[src/hdl/blm_pkg.sv]
// ----------------------------------------------------------------------------
// blm_pkg: shared types and constants for the battery level monitor
// Word types for both channels, register indexes, fixed-point constants
// and the request/response structs of the divider.
// ----------------------------------------------------------------------------
package blm_pkg;

    // Divider operand widths: percent numerator is up to 65535 * 100
    localparam int DIV_NUM_W = 23;
    localparam int DIV_DEN_W = 16;
    localparam int DIV_CNT_W = 5;

    // Register indexes on the configuration port
    localparam logic [1:0] CFG_EMPTY_LEVEL = 2'd0;
    localparam logic [1:0] CFG_FULL_MV     = 2'd1;
    localparam logic [1:0] CFG_DIVIDER     = 2'd2;
    localparam logic [1:0] CFG_LOW_PERCENT = 2'd3;

    // Register reset values and fallbacks
    localparam logic [15:0] DEF_EMPTY_LEVEL = 16'd3200;
    localparam logic [15:0] DEF_FULL_MV     = 16'd4200;
    localparam logic [15:0] DEF_GAIN        = 16'd512;
    localparam logic [15:0] MIN_GAIN        = 16'd26;
    localparam logic [6:0]  DEF_LOW_PCT     = 7'd0;

    // EMA weights in Q0.16: alpha and one minus alpha
    localparam logic [31:0] ALPHA_Q16    = 32'd1966;
    localparam logic [15:0] EMA_KEEP_Q16 = 16'd63570;

    localparam logic [6:0]  PERCENT_FULL  = 7'd100;
    localparam logic [16:0] NOTIFY_DELTA  = 17'd20;

    typedef struct packed {
        logic [11:0] pin_mv;
        logic        read_ok;
    } t_in_word;

    typedef struct packed {
        logic [15:0] level_mv;
        logic [6:0]  charge_percent;
        logic        is_low;
        logic        notify;
    } t_out_word;

    typedef struct packed {
        logic                 start;
        logic [DIV_NUM_W-1:0] dividend;
        logic [DIV_DEN_W-1:0] divisor;
    } t_div_req;

    typedef struct packed {
        logic                 done;
        logic [DIV_NUM_W-1:0] quotient;
    } t_div_rsp;

endpackage

[src/hdl/blm_divider.sv]
// ----------------------------------------------------------------------------
// blm_divider: restoring divider, one quotient bit per cycle
// Latches the operands on start and pulses done with the quotient after
// DIV_NUM_W iterations. The divisor must be nonzero.
// ----------------------------------------------------------------------------
module blm_divider (
    input  logic               i_clk,
    input  logic               i_rst_n,
    input  blm_pkg::t_div_req  i_req,
    output blm_pkg::t_div_rsp  o_rsp
);

    logic [blm_pkg::DIV_NUM_W-1:0] r_quo;
    logic [blm_pkg::DIV_DEN_W-1:0] r_rem;
    logic [blm_pkg::DIV_DEN_W-1:0] r_den;
    logic [blm_pkg::DIV_CNT_W-1:0] r_cnt;
    logic                          r_busy;
    logic                          r_done;

    logic [blm_pkg::DIV_DEN_W:0]   trial;
    logic                          fits;

    // Shift in the next dividend bit and try the subtract
    assign trial = {r_rem, r_quo[blm_pkg::DIV_NUM_W-1]};
    assign fits  = (trial >= {1'b0, r_den});

    always_ff @(posedge i_clk) begin
        if (!i_rst_n) begin
            r_busy <= 1'b0;
            r_done <= 1'b0;
            r_cnt  <= '0;
        end else begin
            r_done <= 1'b0;
            if (i_req.start) begin
                r_busy <= 1'b1;
                r_cnt  <= blm_pkg::DIV_CNT_W'(blm_pkg::DIV_NUM_W);
            end else if (r_busy) begin
                r_cnt <= r_cnt - blm_pkg::DIV_CNT_W'(1);
                if (r_cnt == blm_pkg::DIV_CNT_W'(1)) begin
                    r_busy <= 1'b0;
                    r_done <= 1'b1;
                end
            end
        end
    end

    always_ff @(posedge i_clk) begin
        if (i_req.start) begin
            r_quo <= i_req.dividend;
            r_rem <= '0;
            r_den <= i_req.divisor;
        end else if (r_busy) begin
            r_quo <= {r_quo[blm_pkg::DIV_NUM_W-2:0], fits};
            r_rem <= fits ? blm_pkg::DIV_DEN_W'(trial - {1'b0, r_den})
                          : trial[blm_pkg::DIV_DEN_W-1:0];
        end
    end

    assign o_rsp.done     = r_done;
    assign o_rsp.quotient = r_quo;

endmodule

[src/hdl/battery_level_monitor.sv]
// ----------------------------------------------------------------------------
// battery_level_monitor: ADC sample averaging, EMA filter and charge status
// Sequence: a sample that does not close a reading gives no word and the next
//   sample may follow on the next cycle; a failed first sample goes straight
//   to S_EMIT; a closing sample passes S_MUL_GAIN, S_MUL_EMA, S_ADD_EMA (not
//   on the first reading), S_PCT and, when the percent needs a pass through
//   the 23-step divider, S_DIV_PCT; S_EMIT then loads its word for output.
// Stall: input stalls from a closing or failed first sample until its
//   word enters the output register, longer while that register is held.
// Reset: synchronous, active low; registers take their defaults, filter unprimed.
// ----------------------------------------------------------------------------
module battery_level_monitor #(
    parameter int SAMPLES_PER_READING = 16
) (
    input  logic                i_clk,
    input  logic                i_rst_n,
    // input word channel
    input  logic                i_in_valid,
    output logic                o_in_stall,
    input  blm_pkg::t_in_word   i_in_word,
    // output word channel
    output logic                o_out_valid,
    input  logic                i_out_stall,
    output blm_pkg::t_out_word  o_out_word,
    // configuration write port
    input  logic                i_cfg_we,
    input  logic [1:0]          i_cfg_index,
    input  logic [15:0]         i_cfg_data
);

    // Average by reciprocal multiply: exact for 16-bit sums and up to 16 samples
    localparam int          AVG_SHIFT = 21;
    localparam logic [21:0] AVG_RECIP =
        22'((2 ** AVG_SHIFT + SAMPLES_PER_READING - 1) / SAMPLES_PER_READING);

    // One-hot sequencer states
    typedef enum logic [6:0] {
        S_IDLE     = 7'b000_0001,
        S_MUL_GAIN = 7'b000_0010,
        S_MUL_EMA  = 7'b000_0100,
        S_ADD_EMA  = 7'b000_1000,
        S_PCT      = 7'b001_0000,
        S_DIV_PCT  = 7'b010_0000,
        S_EMIT     = 7'b100_0000
    } t_state;

    t_state r_state, n_state;

    // Configuration registers
    logic [15:0] r_empty_level, r_full_mv, r_gain;
    logic [6:0]  r_low_pct;

    // Accumulator and filter state
    logic [15:0] r_sum;
    logic [3:0]  r_idx;
    logic [31:0] r_filt;
    logic        r_primed;
    logic [15:0] r_last_mv;
    logic [6:0]  r_last_pct;
    logic        r_last_low;

    // Per-reading working registers
    logic        r_first;
    logic [15:0] r_avg;
    logic [15:0] r_pack;
    logic [47:0] r_prod;
    logic [15:0] r_mv;
    logic [6:0]  r_pct;

    // Output register
    logic                r_out_valid;
    blm_pkg::t_out_word  r_out_word;

    // Effective register values: zero or tiny settings fall back to defaults
    logic [15:0] eff_empty, eff_full, eff_gain;
    assign eff_empty = (r_empty_level == 16'd0) ? blm_pkg::DEF_EMPTY_LEVEL : r_empty_level;
    assign eff_full  = (r_full_mv == 16'd0) ? blm_pkg::DEF_FULL_MV : r_full_mv;
    assign eff_gain  = (r_gain < blm_pkg::MIN_GAIN) ? blm_pkg::DEF_GAIN : r_gain;

    logic        in_take, out_take, out_free;
    logic [15:0] sum_next;
    logic        last_sample;
    logic [36:0] avg_prod;
    logic [15:0] filt_mv;
    logic [31:0] gain_prod;
    logic        emit_low, emit_note;

    blm_pkg::t_div_req div_req;
    blm_pkg::t_div_rsp div_rsp;

    assign in_take  = i_in_valid && (r_state == S_IDLE);
    assign out_take = r_out_valid && !i_out_stall;
    assign out_free = !r_out_valid || !i_out_stall;

    // Sum wraps at 16 bits; the reading closes on the last sample of the group
    assign sum_next    = r_sum + 16'(i_in_word.pin_mv);
    assign last_sample = ({1'b0, r_idx} + 5'd1) >= 5'(SAMPLES_PER_READING);
    assign avg_prod    = 37'(sum_next) * 37'(AVG_RECIP);
    assign filt_mv     = r_filt[31:16];
    assign gain_prod   = 32'(r_avg) * 32'(eff_gain);

    // Status for the word about to go out
    assign emit_low  = (r_pct <= r_low_pct);
    assign emit_note = r_first || (r_pct != r_last_pct) || (emit_low != r_last_low) ||
                       ({1'b0, r_last_mv} > ({1'b0, r_mv} + blm_pkg::NOTIFY_DELTA)) ||
                       ({1'b0, r_mv} > ({1'b0, r_last_mv} + blm_pkg::NOTIFY_DELTA));

    // Divider request: percent from S_PCT when the level is between the bounds
    always_comb begin
        div_req = '0;
        if ((r_state == S_PCT) && (filt_mv > eff_empty) && (filt_mv < eff_full)) begin
            div_req.start    = 1'b1;
            div_req.dividend = blm_pkg::DIV_NUM_W'(filt_mv - eff_empty) *
                               blm_pkg::DIV_NUM_W'(blm_pkg::PERCENT_FULL);
            div_req.divisor  = eff_full - eff_empty;
        end
    end

    blm_divider u_div (
        .i_clk   (i_clk),
        .i_rst_n (i_rst_n),
        .i_req   (div_req),
        .o_rsp   (div_rsp)
    );

    // Sequencer
    always_comb begin
        n_state = r_state;
        unique case (r_state)
            S_IDLE: begin
                if (in_take) begin
                    if (!i_in_word.read_ok) begin
                        if (!r_primed) begin
                            n_state = S_EMIT;
                        end
                    end else if (last_sample) begin
                        n_state = S_MUL_GAIN;
                    end
                end
            end
            S_MUL_GAIN: n_state = S_MUL_EMA;
            S_MUL_EMA: begin
                n_state = r_first ? S_PCT : S_ADD_EMA;
            end
            S_ADD_EMA: n_state = S_PCT;
            S_PCT: begin
                n_state = div_req.start ? S_DIV_PCT : S_EMIT;
            end
            S_DIV_PCT: begin
                if (div_rsp.done) begin
                    n_state = S_EMIT;
                end
            end
            S_EMIT: begin
                if (out_free) begin
                    n_state = S_IDLE;
                end
            end
            default: n_state = S_IDLE;
        endcase
    end

    // Control state and configuration
    always_ff @(posedge i_clk) begin
        if (!i_rst_n) begin
            r_state       <= S_IDLE;
            r_empty_level <= blm_pkg::DEF_EMPTY_LEVEL;
            r_full_mv     <= blm_pkg::DEF_FULL_MV;
            r_gain        <= blm_pkg::DEF_GAIN;
            r_low_pct     <= blm_pkg::DEF_LOW_PCT;
            r_sum         <= '0;
            r_idx         <= '0;
            r_filt        <= '0;
            r_primed      <= 1'b0;
            r_last_mv     <= '0;
            r_last_pct    <= '0;
            r_last_low    <= 1'b0;
            r_out_valid   <= 1'b0;
        end else begin
            r_state <= n_state;

            if (i_cfg_we) begin
                unique case (i_cfg_index)
                    blm_pkg::CFG_EMPTY_LEVEL: r_empty_level <= i_cfg_data;
                    blm_pkg::CFG_FULL_MV:     r_full_mv     <= i_cfg_data;
                    blm_pkg::CFG_DIVIDER:     r_gain        <= i_cfg_data;
                    blm_pkg::CFG_LOW_PERCENT: r_low_pct     <= i_cfg_data[6:0];
                    default: ;
                endcase
            end

            // Accumulate; drop the partial sum on a failed read
            if (in_take) begin
                if (!i_in_word.read_ok || last_sample) begin
                    r_sum <= '0;
                    r_idx <= '0;
                end else begin
                    r_sum <= sum_next;
                    r_idx <= r_idx + 4'd1;
                end
                // Seed the filter with the empty level on an early failure
                if (!i_in_word.read_ok && !r_primed) begin
                    r_filt <= {eff_empty, 16'd0};
                end
            end

            // Seed on the first reading, otherwise step the EMA
            if ((r_state == S_MUL_EMA) && r_first) begin
                r_filt <= {r_pack, 16'd0};
            end
            if (r_state == S_ADD_EMA) begin
                r_filt <= r_prod[47:16] + (32'(r_pack) * blm_pkg::ALPHA_Q16);
            end

            // Load a new word, or drop the one just taken
            if ((r_state == S_EMIT) && out_free) begin
                r_out_valid <= 1'b1;
                r_last_mv   <= r_mv;
                r_last_pct  <= r_pct;
                r_last_low  <= emit_low;
                r_primed    <= 1'b1;
            end else if (out_take) begin
                r_out_valid <= 1'b0;
            end
        end
    end

    // Datapath registers
    always_ff @(posedge i_clk) begin
        if (in_take) begin
            r_first <= !r_primed;
            if (!i_in_word.read_ok) begin
                r_mv  <= eff_empty;
                r_pct <= '0;
            end else if (last_sample) begin
                r_avg <= avg_prod[36:21];
            end
        end
        // Q8.8 gain, floor, saturate to 16 bits
        if (r_state == S_MUL_GAIN) begin
            r_pack <= (gain_prod[31:24] != 8'd0) ? 16'hFFFF : gain_prod[23:8];
        end
        if ((r_state == S_MUL_EMA) && !r_first) begin
            r_prod <= 48'(r_filt) * 48'(blm_pkg::EMA_KEEP_Q16);
        end
        if (r_state == S_PCT) begin
            r_mv <= filt_mv;
            if (filt_mv <= eff_empty) begin
                r_pct <= '0;
            end else if (filt_mv >= eff_full) begin
                r_pct <= blm_pkg::PERCENT_FULL;
            end
        end
        if ((r_state == S_DIV_PCT) && div_rsp.done) begin
            r_pct <= div_rsp.quotient[6:0];
        end
        if ((r_state == S_EMIT) && out_free) begin
            r_out_word.level_mv       <= r_mv;
            r_out_word.charge_percent <= r_pct;
            r_out_word.is_low         <= emit_low;
            r_out_word.notify         <= emit_note;
        end
    end

    assign o_in_stall  = (r_state != S_IDLE);
    assign o_out_valid = r_out_valid;
    assign o_out_word  = r_out_word;

endmodule
[config.mk]
export PLATFORM = sky130hd
export DESIGN_NAME = battery_level_monitor
export DESIGN_NICKNAME = d
export VERILOG_FILES = /design/src/hdl/blm_pkg.sv /design/src/hdl/blm_divider.sv /design/src/hdl/battery_level_monitor.sv
export SDC_FILE = /design/constraint.sdc
export NUM_CORES = 2
export LEC_CHECK = 0
export ABC_CLOCK_PERIOD_IN_PS = 10800
export BUFFER_PORTS_ARGS = -buffer_cell sky130_fd_sc_hd__clkbuf_2
export CAP_MARGIN = 15
export CORE_MARGIN = 2
export CORE_UTILIZATION = 70
export CTS_CLUSTER_SIZE = 8
export DETAILED_ROUTE_END_ITERATION = 16
export PLACE_DENSITY = 0.92
export SLEW_MARGIN = 15
export SYNTH_ARGS = -nofsm -noshare
export SYNTH_HDL_FRONTEND = slang
export SYNTH_SLANG_ARGS = --single-unit
[constraint.sdc]
create_clock -name i_clk -period 10.8 [get_ports i_clk]
set_clock_uncertainty 0.05 [all_clocks]
set_input_delay 0.54 -clock i_clk [delete_from_list [all_inputs] [get_ports i_clk]]
set_output_delay 0.54 -clock i_clk [all_outputs]
set_load 0.02 [all_outputs]
==> results.ini <==
[route]
dr.pass1.iters=6
via_per_inst=6.28
ant_nets=0
totalWireLength_mm=96.0
via_count=28900
wl_per_cell_um=20.8
drc=0
drtIter0Drc=2669

[worst_setup_path]
cp_common_cell=fa_1
r2r-end=r_pack[0]
crit_start=r_gain[13]
r2r-start=r_gain[13]
crit_required_ps=11040
worstSetupPathType=flip-flop to flip-flop
cpMaxStageDelayCell=nand4_1
arrival_ps=8100
ff2ff_path_depth=22
reg2reg_slack_ps=2950
start_kind=flip-flop
cp_cell_sequence=nor3_1, nand4_1, nand2b_1, nand2_1, fa_1, fa_1, inv_1, fa_1, fa_1, fa_1, ha_1, a21o_1, a21o_1, a21o_1, a21oi_1, o211ai_2, o221a_4, nor2_4, a21oi_1, mux2i_1, nor2_4, o21ai_0
crit_end=r_pack[0]
end_kind=flip-flop
worstPathMaxFanout=22
critPathMaxStageDelay_ps=670

[grt]
grt_max_degree=82
track_usage_pct=36.8
gr-total-overflow=0
grt_pass1_wl_mm=156
grt_pass1_vias=30700
antenna_found_initial=0

[power_and_ir_drop]
ir_drop_v=0.000134
leakage_nw=19.6
powerDensity_nw_per_um2=109

[timing]
fmax_mhz=127
rsz0062_at_grt=no
finalHoldViolations=0
hold_ws_ps=191
max_slew_margin_pct=22.6
period_share_pct=72.7
setup_tns_ps=0
layout_setup_ws_ps=2950
finalCriticalPeriod_ps=7850
setup_viol=0
tightest_slew_ps=1160
drv_slew=0

[run_status]
status=completed

[yosys]
syn_area_per_cell_um2=9.40
synth_seq_area_share_pct=21.0
yosysWarnings=0
synthesis.area_um2=36400
synth_enable_flop_cells=141
syn-num-nets=4873
yosysUniqueCellTypes=93
ys_async_sr_fraction_pct=0
syn_inst=3878
ys_ff_latch=311
synth_ff_type=dfxtp_1

[floorplan]
start_util_pct=70.9
num_rows=83
die_y_um=232
dieArea_um2=53900
die_w_um=232
ioPinCount=63
core_um2=51400

[cells_and_area]
layout.nets=4888
syn_to_final_growth_pct=6.16
nFillCells=3194
layout-drive-gt1-share_pct=4.77
postLayoutCoreUtil_pct=75.3

[clock_tree]
post_cts_resized=0
cts_max_path_buffers=3
htree_levels=2
cts_tree=built
clkLatencyLatePin_ps=620
cts_hold_buf=0
path_clk_slew_ps=50
cts_sinks=311
root_buffer=clkbuf_16
cts_made_buffers=46
post-cts-setup-buffer-count=0

[placed_design]
pre_cts_slack_ps=3240
port_buffers=62
gp_congestion=0.966
detailed_place_hpwl_mm=72.0

[flow_run]
maxCapViolCount=0

[hold_path]
holdPathStages=3
min_path_type=input port to flip-flop

## sequential cells by signal, indices dropped and copies added (netlist names), 5 cells and up
signal and flops:
r_mv 16, u_div.r_den 16, r_state 7, r_pack 16, u_div.r_rem 16, r_last_mv 16
r_prod 32, r_filt 32, r_full_mv 16, r_avg 12, r_gain 16, o_out_word 25
r_low_pct 7, u_div.r_cnt 5, r_last_pct 7, r_sum 16, r_empty_level 16, u_div.r_quo 23
r_pct 7
## stage by stage
stage	instances	cell area (um^2)	total power, mW
after global placement	4525	37300	2.70
after detailed placement	4525	37300	2.79
after CTS	4604	38700	4.20
after global routing	4604	38700	4.45
final	4605	38700	4.22
after floorplan	3878	36400	2.45
## synthesized netlist by cell type (all sizes together), types with 25 or more instances
library cell | n | share of area, %
fa | 405 | 22
inv | 650 | 6.7
and3 | 39 | 0.67
nor2 | 162 | 1.7
a21oi | 208 | 2.9
nand2 | 410 | 4.2
a21o | 92 | 1.9
nor3 | 45 | 0.62
nand2b | 33 | 0.57
a22oi | 25 | 0.53
and2 | 70 | 1.2
a21boi | 41 | 0.84
nand4 | 29 | 0.52
o21a | 43 | 0.89
nor2b | 54 | 0.93
xor2 | 83 | 2.0
xnor2 | 103 | 2.5
edfxtp | 141 | 12
o21ai | 107 | 1.5
nand3 | 53 | 0.73
dfxtp | 170 | 9.3
clkbuf | 102 | 1.1
ha | 554 | 19
## placed cells by master (no fill, tap or decap), types with 47 or more instances in the layout
cell and count:
a21o_1 92, a21oi_1 206, and2_1 69, clkbuf_16 47, clkbuf_2 62, dfxtp_1 170, edfxtp_1 141, fa_1 405
ha_1 554, inv_1 649, nand2_1 410, nand3_1 53, nor2_1 159, nor2b_1 54, o21ai_0 100, xnor2_1 103
xor2_1 83
## per-layer routing
| layer | up-vias | track usage [%] | wire [um] |
|---|---|---|---|
| met5 | - | 0 | 0 |
| met4 | 0 | 19.9 | 5670 |
| met3 | 468 | 7.90 | 9840 |
| met2 | 1694 | 61.4 | 45700 |
| met1 | 13900 | 44.6 | 34800 |
| li1 | 12900 | - | - |
## worst max-delay path, delay by kind of cell (launching register included)
kind | cells | cell delay (ps)
simple gates | 6 | 2400
buf+inv | 1 | 50
fa+ha+maj | 6 | 2890
flops | 1 | 440
compound gates | 8 | 1530
mux | 1 | 160
## power breakdown
group	switching, mW	leakage, nW	total, mW	internal (mW)
clock	0.581	0.662	1.40	0.822
combinational	0.872	16.2	1.51	0.638
sequential	0.0402	2.69	1.31	1.27
total	1.49	19.6	4.22	2.73
## final cells by class
cell class	instances	area [um^2]	area share, %
antenna	1	2.50	0.00647
clock buffer	74	1300	3.35
clock inverter	5	80.1	0.207
inverter	651	2440	6.32
multi-input combinational	2804	25900	67.0
sequential	311	7640	19.7
tap	680	851	2.20
timing repair buffer	79	438	1.13
## kinds of logic (layout without fill, tap and decap cells)
logic type	Yosys count	after routing	synth area share, %
simple gates	975	975	12.8
flops	311	311	21.0
mux	26	26	0.738
fa+ha+maj	959	959	41.3
xor+xnor	186	186	4.47
other cells	0	1	0
compound gates	658	658	11.9
buf+inv	763	809	7.91
## worst min path at each step
stage	slack [ps]	end	start
5_1_grt	210	r_empty_level[15]	i_cfg_data[15]
4_1_cts	180	r_empty_level[15]	i_cfg_data[15]
6_report	190	r_empty_level[15]	i_cfg_data[15]
3_5_place_dp	410	r_gain[0]	r_gain[0]
2_1_floorplan	390	r_sum[0]	r_sum[0]
3_3_place_gp	390	r_sum[0]	r_sum[0]
(Power assumes the default switching activity.)
